### src/sv/lpfp_pkg.sv
// Shared types and constants of the length-prefixed frame parser.
// No dependencies; used by every module of the parser.
package lpfp_pkg;

  localparam int unsigned BufDepth = 64;
  localparam int unsigned AddrW    = $clog2(BufDepth);
  localparam int unsigned LenW     = 7;
  localparam int unsigned CfgIdxW  = 2;

  localparam logic [CfgIdxW-1:0] CfgFirstTerm  = 2'd0;
  localparam logic [CfgIdxW-1:0] CfgSecondTerm = 2'd1;

  localparam logic [7:0] FirstTermReset  = 8'hA5;
  localparam logic [7:0] SecondTermReset = 8'h5A;

  typedef enum logic [1:0] {
    KIND_PAYLOAD  = 2'd0,
    KIND_EMPTY    = 2'd1,
    KIND_LOST     = 2'd2,
    KIND_OVERSIZE = 2'd3
  } kind_e;

  typedef enum logic [2:0] {
    ST_LEN    = 3'd0,
    ST_GATHER = 3'd1,
    ST_T1     = 3'd2,
    ST_T2     = 3'd3,
    ST_HUNT1  = 3'd4,
    ST_HUNT2  = 3'd5
  } parse_state_e;

  typedef struct packed {
    kind_e            kind;
    logic [LenW-1:0]  len;
  } cmd_t;

  typedef struct packed {
    logic             en;
    logic [AddrW-1:0] addr;
    logic [7:0]       data;
  } buf_wr_t;

endpackage

### src/sv/lpfp_front.sv
// Front end: frame parser state machine, terminator registers, buffer writes.
// Depends on lpfp_pkg; issues commands to the command queue.
module lpfp_front (
  input  logic                          clk_i,
  input  logic                          rst_ni,
  input  logic                          cfg_we_i,
  input  logic [lpfp_pkg::CfgIdxW-1:0]  cfg_idx_i,
  input  logic [7:0]                    cfg_data_i,
  input  logic                          push_i,
  input  logic [7:0]                    byte_in_i,
  output logic                          full_o,
  input  logic                          cmd_full_i,
  output logic                          cmd_push_o,
  output lpfp_pkg::cmd_t                cmd_o,
  output lpfp_pkg::buf_wr_t             buf_wr_o,
  input  logic                          drain_done_i
);

  lpfp_pkg::parse_state_e        state_q, state_d;
  logic [7:0]                    term1_q, term2_q;
  logic [lpfp_pkg::LenW-1:0]     exp_len_q, exp_len_d;
  logic [lpfp_pkg::LenW-1:0]     gathered_q, gathered_d;
  logic                          busy_q, busy_d;
  logic                          accept;
  logic                          is_t1, is_t2;
  logic [lpfp_pkg::LenW-1:0]     gathered_inc;

  assign is_t1        = (byte_in_i == term1_q);
  assign is_t2        = (byte_in_i == term2_q);
  assign gathered_inc = gathered_q + 1'b1;

  // hold gathering while the buffer is still being drained
  assign full_o = cmd_full_i || ((state_q == lpfp_pkg::ST_GATHER) && busy_q);
  assign accept = push_i && !full_o;

  always_ff @(posedge clk_i or negedge rst_ni) begin
    if (!rst_ni) begin
      term1_q <= lpfp_pkg::FirstTermReset;
      term2_q <= lpfp_pkg::SecondTermReset;
    end else if (cfg_we_i) begin
      if (cfg_idx_i == lpfp_pkg::CfgFirstTerm) begin
        term1_q <= cfg_data_i;
      end
      if (cfg_idx_i == lpfp_pkg::CfgSecondTerm) begin
        term2_q <= cfg_data_i;
      end
    end
  end

  always_ff @(posedge clk_i or negedge rst_ni) begin
    if (!rst_ni) begin
      state_q    <= lpfp_pkg::ST_LEN;
      exp_len_q  <= '0;
      gathered_q <= '0;
      busy_q     <= 1'b0;
    end else begin
      state_q    <= state_d;
      exp_len_q  <= exp_len_d;
      gathered_q <= gathered_d;
      busy_q     <= busy_d;
    end
  end

  always_comb begin
    state_d         = state_q;
    exp_len_d       = exp_len_q;
    gathered_d      = gathered_q;
    busy_d          = busy_q && !drain_done_i;
    cmd_push_o      = 1'b0;
    cmd_o.kind      = lpfp_pkg::KIND_LOST;
    cmd_o.len       = '0;
    buf_wr_o.en     = 1'b0;
    buf_wr_o.addr   = gathered_q[lpfp_pkg::AddrW-1:0];
    buf_wr_o.data   = byte_in_i;
    if (accept) begin
      case (state_q)
        lpfp_pkg::ST_GATHER: begin
          buf_wr_o.en = 1'b1;
          gathered_d  = gathered_inc;
          if (gathered_inc >= exp_len_q) begin
            state_d = lpfp_pkg::ST_T1;
          end
        end
        lpfp_pkg::ST_T1: begin
          if (is_t1) begin
            state_d = lpfp_pkg::ST_T2;
          end else begin
            cmd_push_o = 1'b1;
            state_d    = lpfp_pkg::ST_HUNT1;
          end
        end
        lpfp_pkg::ST_T2: begin
          cmd_push_o = 1'b1;
          if (is_t2) begin
            if (exp_len_q == '0) begin
              cmd_o.kind = lpfp_pkg::KIND_EMPTY;
            end else begin
              cmd_o.kind = lpfp_pkg::KIND_PAYLOAD;
              cmd_o.len  = exp_len_q;
              busy_d     = 1'b1;
            end
            state_d = lpfp_pkg::ST_LEN;
          end else begin
            state_d = is_t1 ? lpfp_pkg::ST_HUNT2 : lpfp_pkg::ST_HUNT1;
          end
        end
        lpfp_pkg::ST_HUNT1: begin
          if (is_t1) begin
            state_d = lpfp_pkg::ST_HUNT2;
          end
        end
        lpfp_pkg::ST_HUNT2: begin
          if (is_t2) begin
            state_d = lpfp_pkg::ST_LEN;
          end else if (!is_t1) begin
            state_d = lpfp_pkg::ST_HUNT1;
          end
        end
        default: begin
          gathered_d = '0;
          if (byte_in_i > 8'(lpfp_pkg::BufDepth)) begin
            exp_len_d  = '0;
            cmd_push_o = 1'b1;
            cmd_o.kind = lpfp_pkg::KIND_OVERSIZE;
            state_d    = lpfp_pkg::ST_HUNT1;
          end else begin
            exp_len_d = byte_in_i[lpfp_pkg::LenW-1:0];
            state_d   = (byte_in_i == 8'd0) ? lpfp_pkg::ST_T1 : lpfp_pkg::ST_GATHER;
          end
        end
      endcase
    end
  end

endmodule

### src/sv/lpfp_cmd_queue.sv
// Two-entry command queue between the parser front end and the result back end.
// Depends on lpfp_pkg for the command type.
module lpfp_cmd_queue (
  input  logic           clk_i,
  input  logic           rst_ni,
  input  logic           push_i,
  input  lpfp_pkg::cmd_t data_i,
  output logic           full_o,
  input  logic           pop_i,
  output lpfp_pkg::cmd_t data_o,
  output logic           empty_o
);

  lpfp_pkg::cmd_t entry_q [2];
  logic           wr_ptr_q, rd_ptr_q;
  logic [1:0]     count_q;
  logic           do_push, do_pop;

  assign full_o  = (count_q == 2'd2);
  assign empty_o = (count_q == 2'd0);
  assign do_push = push_i && !full_o;
  assign do_pop  = pop_i && !empty_o;
  assign data_o  = entry_q[rd_ptr_q];

  always_ff @(posedge clk_i) begin
    if (do_push) begin
      entry_q[wr_ptr_q] <= data_i;
    end
  end

  always_ff @(posedge clk_i or negedge rst_ni) begin
    if (!rst_ni) begin
      wr_ptr_q <= 1'b0;
      rd_ptr_q <= 1'b0;
      count_q  <= '0;
    end else begin
      if (do_push) begin
        wr_ptr_q <= !wr_ptr_q;
      end
      if (do_pop) begin
        rd_ptr_q <= !rd_ptr_q;
      end
      if (do_push && !do_pop) begin
        count_q <= count_q + 2'd1;
      end else if (do_pop && !do_push) begin
        count_q <= count_q - 2'd1;
      end
    end
  end

endmodule

### src/sv/lpfp_back.sv
// Back end: payload buffer, packet drain sequencer and result register.
// Depends on lpfp_pkg; takes commands from lpfp_cmd_queue.
module lpfp_back (
  input  logic                          clk_i,
  input  logic                          rst_ni,
  input  lpfp_pkg::buf_wr_t             buf_wr_i,
  input  logic                          cmd_empty_i,
  input  lpfp_pkg::cmd_t                cmd_i,
  output logic                          cmd_pop_o,
  output logic                          drain_done_o,
  output logic                          empty_o,
  input  logic                          pop_i,
  output logic [1:0]                    kind_o,
  output logic [7:0]                    payload_byte_o,
  output logic [lpfp_pkg::AddrW-1:0]    byte_index_o,
  output logic [lpfp_pkg::LenW-1:0]     packet_length_o,
  output logic                          last_o
);

  logic [7:0]                    mem_q [lpfp_pkg::BufDepth];
  logic                          active_q;
  logic [lpfp_pkg::AddrW-1:0]    idx_q;
  logic [lpfp_pkg::LenW-1:0]     len_q;
  logic                          out_valid_q;
  lpfp_pkg::kind_e               kind_q;
  logic [7:0]                    byte_q;
  logic [lpfp_pkg::AddrW-1:0]    out_idx_q;
  logic [lpfp_pkg::LenW-1:0]     out_len_q;
  logic                          last_q;
  logic                          out_free;
  logic                          is_last;
  logic                          load_byte;
  logic                          load_cmd;

  assign out_free     = !out_valid_q || pop_i;
  assign is_last      = (({1'b0, idx_q} + 1'b1) == len_q);
  assign load_byte    = active_q && out_free;
  assign load_cmd     = !active_q && !cmd_empty_i && out_free;
  assign cmd_pop_o    = load_cmd;
  assign drain_done_o = load_byte && is_last;

  assign empty_o         = !out_valid_q;
  assign kind_o          = kind_q;
  assign payload_byte_o  = byte_q;
  assign byte_index_o    = out_idx_q;
  assign packet_length_o = out_len_q;
  assign last_o          = last_q;

  always_ff @(posedge clk_i) begin
    if (buf_wr_i.en) begin
      mem_q[buf_wr_i.addr] <= buf_wr_i.data;
    end
  end

  // result payload; the buffer read is registered straight into it
  always_ff @(posedge clk_i) begin
    if (load_byte) begin
      kind_q    <= lpfp_pkg::KIND_PAYLOAD;
      byte_q    <= mem_q[idx_q];
      out_idx_q <= idx_q;
      out_len_q <= len_q;
      last_q    <= is_last;
    end else if (load_cmd && (cmd_i.kind != lpfp_pkg::KIND_PAYLOAD)) begin
      kind_q    <= cmd_i.kind;
      byte_q    <= '0;
      out_idx_q <= '0;
      out_len_q <= '0;
      last_q    <= 1'b1;
    end
  end

  always_ff @(posedge clk_i or negedge rst_ni) begin
    if (!rst_ni) begin
      active_q    <= 1'b0;
      idx_q       <= '0;
      len_q       <= '0;
      out_valid_q <= 1'b0;
    end else begin
      if (load_byte) begin
        out_valid_q <= 1'b1;
        idx_q       <= idx_q + 1'b1;
        if (is_last) begin
          active_q <= 1'b0;
        end
      end else if (load_cmd) begin
        if (cmd_i.kind == lpfp_pkg::KIND_PAYLOAD) begin
          active_q    <= 1'b1;
          idx_q       <= '0;
          len_q       <= cmd_i.len;
          out_valid_q <= 1'b0;
        end else begin
          out_valid_q <= 1'b1;
        end
      end else if (pop_i) begin
        out_valid_q <= 1'b0;
      end
    end
  end

endmodule

### src/sv/length_prefixed_frame_parser_core.sv
// Top level of the length-prefixed frame parser.
// Depends on lpfp_pkg, lpfp_front, lpfp_cmd_queue and lpfp_back.
//
//   channel  | handshake          | payload
//   ---------+--------------------+-----------------------------------------------
//   input    | push / full        | byte_in_i
//   results  | empty / pop        | kind_o payload_byte_o byte_index_o
//            |                    | packet_length_o last_o
//   config   | cfg_we_i           | cfg_idx_i cfg_data_i
//
// The front end takes one byte per cycle unless the command queue is full;
// gathering also stalls while the buffer drains. A delivered packet leaves the
// 64-byte buffer at one beat per cycle while results are popped.
// Error and empty-packet results also pass through the command queue.
// Reset returns to waiting for a length byte; the buffer needs no clearing.
module length_prefixed_frame_parser_core (
  input  logic                              clk_i,
  input  logic                              rst_ni,
  input  logic                              cfg_we_i,
  input  logic [lpfp_pkg::CfgIdxW-1:0]      cfg_idx_i,
  input  logic [7:0]                        cfg_data_i,
  input  logic                              push,
  output logic                              full,
  input  logic [7:0]                        byte_in_i,
  output logic                              empty,
  input  logic                              pop,
  output logic [1:0]                        kind_o,
  output logic [7:0]                        payload_byte_o,
  output logic [lpfp_pkg::AddrW-1:0]        byte_index_o,
  output logic [lpfp_pkg::LenW-1:0]         packet_length_o,
  output logic                              last_o
);

  lpfp_pkg::cmd_t    cmd_in, cmd_out;
  lpfp_pkg::buf_wr_t buf_wr;
  logic              cmd_push, cmd_pop, cmd_full, cmd_empty;
  logic              drain_done;

  lpfp_front u_front (
    .clk_i        (clk_i),
    .rst_ni       (rst_ni),
    .cfg_we_i     (cfg_we_i),
    .cfg_idx_i    (cfg_idx_i),
    .cfg_data_i   (cfg_data_i),
    .push_i       (push),
    .byte_in_i    (byte_in_i),
    .full_o       (full),
    .cmd_full_i   (cmd_full),
    .cmd_push_o   (cmd_push),
    .cmd_o        (cmd_in),
    .buf_wr_o     (buf_wr),
    .drain_done_i (drain_done)
  );

  lpfp_cmd_queue u_cmd_queue (
    .clk_i   (clk_i),
    .rst_ni  (rst_ni),
    .push_i  (cmd_push),
    .data_i  (cmd_in),
    .full_o  (cmd_full),
    .pop_i   (cmd_pop),
    .data_o  (cmd_out),
    .empty_o (cmd_empty)
  );

  lpfp_back u_back (
    .clk_i           (clk_i),
    .rst_ni          (rst_ni),
    .buf_wr_i        (buf_wr),
    .cmd_empty_i     (cmd_empty),
    .cmd_i           (cmd_out),
    .cmd_pop_o       (cmd_pop),
    .drain_done_o    (drain_done),
    .empty_o         (empty),
    .pop_i           (pop),
    .kind_o          (kind_o),
    .payload_byte_o  (payload_byte_o),
    .byte_index_o    (byte_index_o),
    .packet_length_o (packet_length_o),
    .last_o          (last_o)
  );

endmodule
### config.mk
export PLATFORM = sky130hd
export DESIGN_NAME = length_prefixed_frame_parser_core
export DESIGN_NICKNAME = d
export VERILOG_FILES = /design/src/sv/lpfp_pkg.sv /design/src/sv/lpfp_front.sv /design/src/sv/lpfp_cmd_queue.sv /design/src/sv/lpfp_back.sv /design/src/sv/length_prefixed_frame_parser_core.sv
export SDC_FILE = /design/constraint.sdc
export NUM_CORES = 1
export LEC_CHECK = 0
export BUFFER_PORTS_ARGS = -buffer_cell sky130_fd_sc_hd__buf_2
export CORE_MARGIN = 10
export CORE_UTILIZATION = 59
export CTS_BUF_LIST = sky130_fd_sc_hd__clkbuf_8
export DETAILED_ROUTE_END_ITERATION = 8
export HOLD_SLACK_MARGIN = 0.05
export PLACE_DENSITY = 0.75
export SLEW_MARGIN = 20
export SYNTH_ARGS = -nofsm -noshare
export SYNTH_HDL_FRONTEND = slang
export SYNTH_SLANG_ARGS = --single-unit
### constraint.sdc
create_clock -name clk_i -period 3.55 [get_ports clk_i]
set_clock_uncertainty 0.2 [all_clocks]
set_input_delay 0.1775 -clock clk_i [delete_from_list [all_inputs] [get_ports clk_i]]
set_output_delay 0.1775 -clock clk_i [all_outputs]
set_load 0.05 [all_outputs]
**Word level (Yosys, flattened, before mapping)**

Memory sizes are Yosys's and may differ from the RTL's.
Cells that the tools add are included.

- Add/sub/neg operators: 5
- Multipliers: 0
- Div/mod/pow operators: 0
- Order comparisons: 2
- Equality and inequality tests: 14
- Shift operators: 0
- Mux-type cells: 54
- Bitwise gates (word level): 3
- Reduce and logical (&&, ||, !) cells: 47

Operator list:

| cell | count |
|---|---|
| 7-bit 2-to-1 mux | 5 |
| 6-bit 2-to-1 mux | 5 |
| 1-bit 2-to-1 mux | 26 |
| 3-bit 2-to-1 mux | 7 |
| 9-bit 2-to-1 mux | 2 |
| 8-bit equality test | 2 |
| 8-bit 2-to-1 mux | 2 |
| 3-bit case mux with 5 select lines | 1 |
| 7-bit case mux with 2 select lines | 1 |
| 1-bit logical AND | 12 |
| 1-bit zero test | 10 |
| 2-bit AND reduction | 5 |
| 2-bit nonzero test | 5 |
| 8-bit by 7-bit > comparator with 1-bit output, second input constant | 1 |
| 8-bit zero test | 1 |
| 4-bit OR reduction | 2 |
| 6-bit by 1-bit adder with 7-bit output, second input constant | 1 |
| 7-bit by 1-bit adder with 7-bit output, second input constant | 1 |
| 7-bit equality test | 1 |
| 7-bit >= comparator | 1 |
| 7-bit zero test | 1 |
| 6-bit by 1-bit adder with 6-bit output, second input constant | 1 |
| 3-bit by 2-bit equality test with 1-bit output, second input constant | 2 |
| 3-bit equality test, second input constant | 2 |
| other kinds (19) | 28 |

- Bits in registers: 77
- Latch bits: 0
- Bits in writable memories: 530
- Bits in read-only memories: 0
- Word-level logic and storage cells: 145
- Memories: 2

Memory list:

| name | words | width | read ports | clocked after Yosys merged registers in | wr ports | line | text |
|---|---|---|---|---|---|---|---|
| u_back.mem_q | 64 | 8 | 1 | 0 | 1 | lpfp_back.sv:20 | `logic [7:0] mem_q [lpfp_pkg::BufDepth];` |
| u_cmd_queue.entry_q | 2 | 9 | 1 | 0 | 1 | lpfp_cmd_queue.sv:14 | `lpfp_pkg::cmd_t entry_q [2];` |

**Depth between registers and ports, before layout**

Gate-level depths: netlist of run 1.

- Depth after elaboration: 11
- Depth in mapped cells: 10
- Mapped depth without buffers: 10

**Cells and area by module**

From an unflattened synthesis of run 1, not the netlist that was laid out.

- Cell total of the unflattened synthesis: 1322
- Area total of the unflattened synthesis: 24663.7 µm²

Modules (own cells, without submodules):

| module | times used | cells each | area an instance (µm²) | sequential area each (µm²) |
|---|---|---|---|---|
| lpfp_back | 1 | 1055 | 21633.2 | 16450.8 |
| lpfp_front | 1 | 220 | 2177.1 | 860.8 |
| lpfp_cmd_queue | 1 | 47 | 853.3 | 640.6 |

**Worst setup path after synthesis of run 1**

OpenSTA, ideal clock, no wires.

- Kind: reg-to-reg
- Start point: register u_back.active_q
- End point: register u_back.out_idx_q, in the netlist u_back.byte_index_o[0], enable pin
- Setup time: 432 ps
- Arrival: 2757 ps
- Data required time: 2918 ps
- Path slack: 162 ps
- Cell stages (with the launch flop): 5
- Period minus slack after synthesis: 3388 ps
- Cell sequence: dfrtp_1 clkbuf_1 nor3_1 inv_1 o21ai_0

- Word-level cells in the longest chain between the ends: 5

RTL lines:

| item | line | text |
|---|---|---|
| start, declared | lpfp_back.sv:21 | `logic active_q;` |
| start signal, assigned | lpfp_back.sv:74 | `active_q <= 1'b0;` |
| start signal, assigned | lpfp_back.sv:83 | `active_q <= 1'b0;` |
| start signal, assigned | lpfp_back.sv:87 | `active_q <= 1'b1;` |
| 1-bit zero test | lpfp_back.sv:38 | `assign load_cmd = !active_q && !cmd_empty_i && out_free;` |
| 1-bit logical AND (2 in a row) | lpfp_back.sv:38 |  |
| 1-bit logical AND | lpfp_back.sv:63 | `end else if (load_cmd && (cmd_i.kind != lpfp_pkg::KIND_PAYLOAD)) begin` |
| 2-bit nonzero test (no line) * | n/a |  |
| end signal, assigned | lpfp_back.sv:60 | `out_idx_q <= idx_q;` |
| end, declared | lpfp_back.sv:27 | `logic [lpfp_pkg::AddrW-1:0] out_idx_q;` |

Mark *: on every way between the ends. The rest lies on a longest branch, timed or not.
A chain may end at the register's enable or synchronous reset.

**Final worst setup path of run 1**

- Start point: register u_front.gathered_q[0] (netlist bit)
- End point: register u_front.state_q[1]

- Word-level cells in the longest chain between the ends: 4

RTL lines:

| item | line | text |
|---|---|---|
| start, declared | lpfp_front.sv:22 | `logic [lpfp_pkg::LenW-1:0] gathered_q, gathered_d;` |
| start signal, assigned | lpfp_front.sv:59 | `gathered_q <= gathered_d;` |
| 7-bit by 1-bit adder with 7-bit output | lpfp_front.sv:30 | `assign gathered_inc = gathered_q + 1'b1;` |
| 7-bit >= comparator | lpfp_front.sv:80 | `if (gathered_inc >= exp_len_q) begin` |
| 2-bit inequality test (no line) | n/a |  |
| 4-bit AND reduction (no line) | n/a |  |
| end signal, assigned | lpfp_front.sv:52 | `state_q <= lpfp_pkg::ST_LEN;` |
| end signal, assigned | lpfp_front.sv:57 | `state_q <= state_d;` |
| end, declared | lpfp_front.sv:19 | `lpfp_pkg::parse_state_e state_q, state_d;` |

No other way between the ends.

==> results of run 1 <==
power groups by stage:
stage          combinational (mW)  sequential (mW)  clock, mW
2_1_floorplan                3.47             8.98          0
3_3_place_gp                 5.01             8.81          0
3_5_place_dp                 5.09             8.83          0
4_1_cts                      5.14             8.69       5.45
5_1_grt                      5.43             8.73       5.75
6_report                     5.09             8.69       5.34
worst max-delay path, stage by stage, from the launching register on:
cell,delay (ns)
dfrtp_1,0.50
ha_1,0.31
nand3_1,0.12
xnor2_1,0.18
ha_1,0.31
and4_1,0.18
o21ai_0,0.08
o221ai_1,0.43
nand3_1,0.14
o2bb2ai_1,0.15
dlygate4sd3_1,0.57
cells by family (layout without fill, tap and decap cells):
logic type,count (synthesis),after routing,share of synthesized area
and+or+nand+nor,226,226,0.0460
buffers and inverters,86,356,0.0173
AOI/OAI and AO/OA,140,140,0.0387
muxes,179,179,0.144
adders and majority gates,10,10,0.00513
DFF,607,607,0.736
xor gates and xnor gates,37,37,0.0133
registers in the layout, indices dropped and copies added (netlist names), 2 cells and up:
signal                  count
u_back.mem_q              512
u_cmd_queue.entry_q        18
u_back.payload_byte_o       8
u_front.term1_q             8
u_front.term2_q             8
u_back.len_q                7
u_back.packet_length_o      7
u_front.exp_len_q           7
u_front.gathered_q          7
u_back.byte_index_o         6
u_back.idx_q                6
u_front.state_q             3
u_back.kind_o               2
u_cmd_queue.count_q         2
routing by layer:
metal / wire (microns) / vias to the layer above
met5: 0 / -
met4: 1060 / 0
met3: 4530 / 91
met2: 26600 / 670
met1: 21600 / 6610
li1: - / 5615
final timing paths:
path | start | end | slack (ns) | depth (start not counted)
worst max-delay path | u_front.gathered_q[0] | u_front.state_q[1] | 0.26 | 10
min in group asynchronous | rst_ni | u_front.busy_q | 0.45 | 4
max in group asynchronous | rst_ni | u_back.idx_q[0] | 1.37 | 4
worst max register to register | u_front.gathered_q[0] | u_front.state_q[1] | 0.26 | 10
worst min register to register | u_back.kind_o[0] | u_back.kind_o[0] | 0.26 | 2
worst min-delay path | byte_in_i[7] | u_back.mem_q[10][7] | 0.09 | 2
synthesized netlist by cell type (7+ instances only):
master	instances	area share
edfxtp_1	552	0.68
mux4_2	135	0.12
nor2_1	94	0.014
dfrtp_1	45	0.046
nand2_1	38	0.0058
a21oi_1	33	0.0068
a22oi_1	32	0.0098
clkbuf_1	31	0.0048
mux2i_1	26	0.011
o21ai_0	19	0.0039
xor2_1	19	0.0068
inv_1	18	0.0028
mux2_2	18	0.0083
xnor2_1	18	0.0065
and3_1	15	0.0038
buf_1	13	0.0020
nand3_1	13	0.0027
nor4_1	12	0.0031
buf_2	10	0.0021
ha_1	10	0.0051
a22o_1	9	0.0032
buf_6	9	0.0042
o31ai_1	9	0.0028
dfstp_2	8	0.0086
a21o_1	7	0.0022
o211ai_1	7	0.0022
cell type report:
class	count	area [sq um]
Multi-Input combinational cell	592	6030
Sequential cell	607	18000
Tap cell	532	666
Clock inverter	71	375
Inverter	18	67.6
Fill cell	2578	13100
Clock buffer	97	1340
Timing Repair Buffer	170	1300
repair_timing:
item / CTS / global route
hold endpoints to repair: 76 / 0
resized for setup: 0 / 1
hold buffers: 26 / 0
buffers inserted: 0 / 0
setup endpoints to repair: 0 / 1
through the flow:
step           cell area, sq um  setup slack (ns)  power, mW  hold WS, ns  utilization
2_1_floorplan             24400             0.162       12.4       -0.318            -
3_3_place_gp              25800             0.503       13.8      -0.0590        0.631
3_5_place_dp              25800             0.398       13.9      -0.0457        0.631
4_1_cts                   27700             0.161       19.3       0.0721        0.679
5_1_grt                   27700            0.0292       19.9        0.107        0.679
6_report                  27700             0.260       19.1       0.0875        0.679
==> results by group, run 1 <==
Placement
  • GPL Wtd Cong: 0.907
  • Count of input and output buffers: 48
  • Final HPWL DP: 33.0 mm
  • Placed cells: 1893

Run
  • Max-cap violations: 0

Setup path
  • Setup crit end kind: flop
  • CP Max Fanout: 8
  • Arrival @ worst endpoint: 3.63 ns
  • Worst EP required: 3.89 ns
  • Critical Path Start Type: flop
  • Setup CP Type: flop to flop

Synth
  • Ys async rst share: 0.0873
  • Post-synth top flop: edfxtp_1
  • Avg Inst Size Synth: 19.0 sq um
  • Cell count after synthesis: 1285
  • Syn nets: 1318
  • Number of synthesized register bits: 607
  • Post-synth EDFFs: 552
  • Distinct cells, synth: 65
  • Cell area after synthesis: 24400 sq um
  • Register area share after synthesis: 0.736
  • Synth Warn #: 0

Clock network
  • Clk slew on worst S/H paths: 0.06 ns
  • Htree depth: 3
  • Num CTS Buffers: 93
  • Clock sinks: 607
  • CTS tree: built
  • Root Buffer: clkbuf_8
  • Worst skew pair latency: 0.67 ns
  • Longest Clk Path Bufs: 3

Detailed routing
  • Final wirelength: 53.8 mm
  • DRC viols: 0
  • Router iterations before antenna repair: 5
  • Via-per-instance ratio: 6.22
  • Wirelength per Cell: 25.8 microns
  • Via count: 13000
  • Final ANT Viol Nets: 0
  • First DRT Iteration DRCs: 1654

Die
  • IO Pins: 49
  • Rows: 74
  • Width of the die: 223 microns
  • Core ar.: 40800 sq um
  • Effective utilization at floorplan: 0.597
  • Die Y: 223 microns
  • Die area: 49900 sq um

Pwr
  • Pwr Density: 690 nW/um^2
  • Clk network pwr share: 0.279
  • Int Power: 13.2 mW
  • Combinational Power Share: 0.266
  • Sw Ratio: 0.310
  • Reg power frac: 0.454
  • Peak VDD IR: 0.000528 V
  • NetSw: 5.93 mW
  • P_leak: 9.39 nW

Layout
  • N_diodes: 0
  • Most frequent cells in the layout: edfxtp_1, mux4_2, clkbuf_8
  • Nets: 1515
  • Most common cell after layout, fill and taps aside: edfxtp_1
  • Layout cell share with drive strength beyond 1: 0.282
  • Layout Cells excl Fill: 2087
  • Syn-to-layout area delta: 13.7%

Hold path
  • Hold WC Path Type: input pin to flop

Global routing
  • Global-route met1 utilization: 0.299
  • Initial antenna violation count: 0
  • Met2 Use GR: 0.344
  • Vias in the first global route: 13300
  • Global routing's busiest layer: met2
  • Grt ovf: 0
  • Total Routing Usage GR: 0.217
  • Met3 Resource Use GR: 0.0433
  • Largest net degree at the start of global routing: 69
  • First-pass GRT wire length: 81.9 mm

STA
  • Total negative slack: 0 ns
  • Slew @ Worst Pin: 1.04 ns
  • Fin crit period: 3.29 ns
  • Slew margin rel.: 0.305
  • Period Utilization, post-route: 0.927
  • Max-slew violation count: 0
  • Unrepaired setup endpoints after global routing: no
  • Final setup fails: 0
  • Endpoints failing hold: 0
  • Max Fclk: 304 MHz

Status
  • Status: complete, no violations
No activity file was read; power rests on OpenSTA's default activity.
==> run 2: changes to the inputs <==
--- a/config.mk
+++ b/config.mk
@@ -5,13 +5,13 @@
 export SDC_FILE = /design/constraint.sdc
 export NUM_CORES = 1
 export LEC_CHECK = 0
-export BUFFER_PORTS_ARGS = -buffer_cell sky130_fd_sc_hd__buf_2
 export CORE_MARGIN = 10
 export CORE_UTILIZATION = 59
 export CTS_BUF_LIST = sky130_fd_sc_hd__clkbuf_8
 export DETAILED_ROUTE_END_ITERATION = 8
+export DONT_BUFFER_PORTS = 1
 export HOLD_SLACK_MARGIN = 0.05
-export PLACE_DENSITY = 0.75
+export PLACE_DENSITY = 0.74
 export SLEW_MARGIN = 20
 export SYNTH_ARGS = -nofsm -noshare
 export SYNTH_HDL_FRONTEND = slang
==> results by group, run 2 (synthesis gave the netlist of run 1 again) <==
Status
  • Status: complete, no violations

STA
  • Setup ws final: 0.376 ns (+0.116 ns)
  • Total negative slack: 0 ns (unchanged)
  • Max Fclk: 315 MHz (+3.7%)
  • Final setup fails: 0 (unchanged)
  • Slew @ Worst Pin: 0.795 ns (-0.247 ns)
  • Worst hold slack: 0.0823 ns (-0.00516 ns)
  • Endpoints failing hold: 0 (unchanged)
  • Unrepaired setup endpoints after global routing: no
  • Slew margin rel.: 0.469 (+0.164)
  • Fin crit period: 3.17 ns (-0.116 ns)
  • Period Utilization, post-route: 0.894 (-0.0328)
  • Max-slew violation count: 0 (unchanged)

Global routing
  • Largest net degree at the start of global routing: 75 (+8.7%)
  • Vias in the first global route: 13200 (-1.3%)
  • Total Routing Usage GR: 0.219 (+0.00241)
  • First-pass GRT wire length: 82.7 mm (+0.94%)
  • Initial antenna violation count: 0 (unchanged)
  • Grt ovf: 0 (unchanged)

Detailed routing
  • Final ANT Viol Nets: 0 (unchanged)
  • Wirelength per Cell: 26.6 microns (+3.2%)
  • Via count: 12800 (-1.8%)
  • First DRT Iteration DRCs: 1345 (-19%)
  • Router iterations before antenna repair: 6 (+1)
  • Via-per-instance ratio: 6.24 (+0.26%)
  • Final wirelength: 54.4 mm (+1.0%)
  • DRC viols: 0 (unchanged)

Layout
  • Top Registers: u_back.mem_q: 512 flops, u_cmd_queue.entry_q: 18 flops
  • Fin area: 27900 sq um (+0.47%)
  • Most frequent cells in the layout: edfxtp_1, mux4_2, clkbuf_8
  • Syn-to-layout area delta: 14.2%
  • Max reg flops: 512 (unchanged)
  • N_diodes: 0 (unchanged)
  • FILL cells: 2538 (-1.6%)
  • Final design utilization: 0.682 (+0.00319)
  • Nets: 1480 (-2.3%)
  • Reg with most FFs: u_back.mem_q
  • Layout cell share with drive strength beyond 1: 0.255 (-0.0277)
  • Most common cell after layout, fill and taps aside: edfxtp_1
  • Layout Cells excl Fill: 2044 (-2.1%)

Pwr
  • Pwr Density: 689 nW/um^2 (-0.15%)
  • Total power: 19.2 mW (+0.32%)
  • Peak VDD IR: 0.000432 V (-18%)
  • P_leak: 9.33 nW (-0.67%)

Clock network
  • Clock sinks: 607 (unchanged)
  • Clk slew on worst S/H paths: 0.05 ns (about the same)
  • CTS resizes: 0 (unchanged)
  • Num CTS Buffers: 93 (unchanged)
  • Htree depth: 3 (unchanged)
  • Setup bufs post-CTS: 0 (unchanged)
  • CTS tree: built
  • Root Buffer: clkbuf_8
  • Worst skew pair latency: 0.64 ns (-0.03 ns)
  • Hold_buf cts: 51 (+96%)
  • Longest Clk Path Bufs: 3 (unchanged)

Run
  • Max-cap violations: 0 (unchanged)

Die
  • Die Y: 223 microns (unchanged)
  • IO Pins: 49 (unchanged)
  • Rows: 74 (unchanged)
  • Die area: 49900 sq um (unchanged)
  • Core ar.: 40800 sq um (unchanged)
  • Effective utilization at floorplan: 0.597 (unchanged)
  • Width of the die: 223 microns (unchanged)

Setup path
  • Setup crit end kind: flop
  • Crit Reg-Reg Endpoint: u_back.mem_q[46][5]
  • Critical Path Start Type: flop
  • R2R cell count: 6 (-4)
  • Worst EP required: 3.67 ns (-0.22 ns)
  • R2r startpoint: u_front.state_q[0]
  • Arrival @ worst endpoint: 3.30 ns (-0.33 ns)
  • Reg2Reg Setup Slack: 0.38 ns (+0.12 ns)
  • Setup CP Type: flop to flop
  • CP Max Fanout: 12 (+4)

Placement
  • Placed cells: 1833 (-3.2%)
  • GPL Wtd Cong: 0.871 (-4.0%)
  • Count of input and output buffers: 0 (-100%)
  • Placed inst area: 25400 sq um (-1.3%)
  • Final HPWL DP: 31.5 mm (-4.6%)
  • Placement Setup Slack: 0.419 ns (+0.0204 ns)

Hold path
  • Hold WC Path Type: input pin to flop
  • WHS Path Cells: 2 (unchanged)
  • Worst hold path startpoint: cfg_data_i[7]
  • Worst hold endpoint: u_front.term1_q[7]
[run 2: cell count changes in the layout (fill, tap and decap cells not counted)]
cell / previous run / this run
clkinv_1: 23 / 21
bufinv_16: 3 / 6
dlygate4sd3_1: 26 / 41
clkbuf_8: 97 / 98
inv_1: 49 / 46
buf_2: 48 / 0
buf_16: 0 / 10
inv_6: 2 / 0
clkinv_2: 10 / 6
nand3_2: 2 / 1
nand3_1: 12 / 13
buf_4: 90 / 78
clkinvlp_4: 2 / 1
[run 2: worst max path at each step]
stage / startpoint / end / slack, ns / cells after the start
floorplan: u_back.active_q / u_back.byte_index_o[0] / 0.16 / 4
global placement: u_front.state_q[0] / u_back.mem_q[46][5] / 0.49 / 6
detailed placement: u_front.state_q[0] / u_back.mem_q[48][0] / 0.42 / 6
CTS: u_front.state_q[0] / u_back.mem_q[48][6] / 0.39 / 6
global route: u_front.state_q[0] / u_back.mem_q[32][3] / 0.21 / 6
finish: u_front.state_q[0] / u_back.mem_q[46][5] / 0.38 / 6
[run 2: layout make-up]
type | count | area (sq um) | share of cell area
well taps | 532 | 666 | 0.0239
clock buffers | 98 | 1350 | 0.0484
flip-flops and latches | 607 | 18000 | 0.645
inverters | 18 | 67.6 | 0.00243
multi-input cells | 592 | 6020 | 0.216
repair buffers | 135 | 1390 | 0.0499
clock inverters | 62 | 402 | 0.0144
[run 2: routing by layer]
layer	global-route usage	up-vias	part of all wire
met5	0	-	0
met2	0.352	560	0.50
met1	0.291	6544	0.39
met3	0.0459	107	0.075
met4	0.0830	0	0.032
li1	-	5540	-
[run 2: worst max-delay path, stage by stage (launching register included)]
cell and delay (ns):
dfrtp_1 0.56, nor3b_2 0.34, or4b_1 0.55, nor2_2 0.22, nand3_1 0.53, nor2_1 0.25, buf_4 0.21
[run 2: power breakdown]
group / switching (mW) / leakage [nW] / internal, mW / total [mW]
Clock: 2.56 / 0.995 / 2.97 / 5.53
Combinational: 2.39 / 2.68 / 2.15 / 4.54
Sequential: 0.880 / 5.65 / 8.24 / 9.12
Total: 5.83 / 9.33 / 13.4 / 19.2
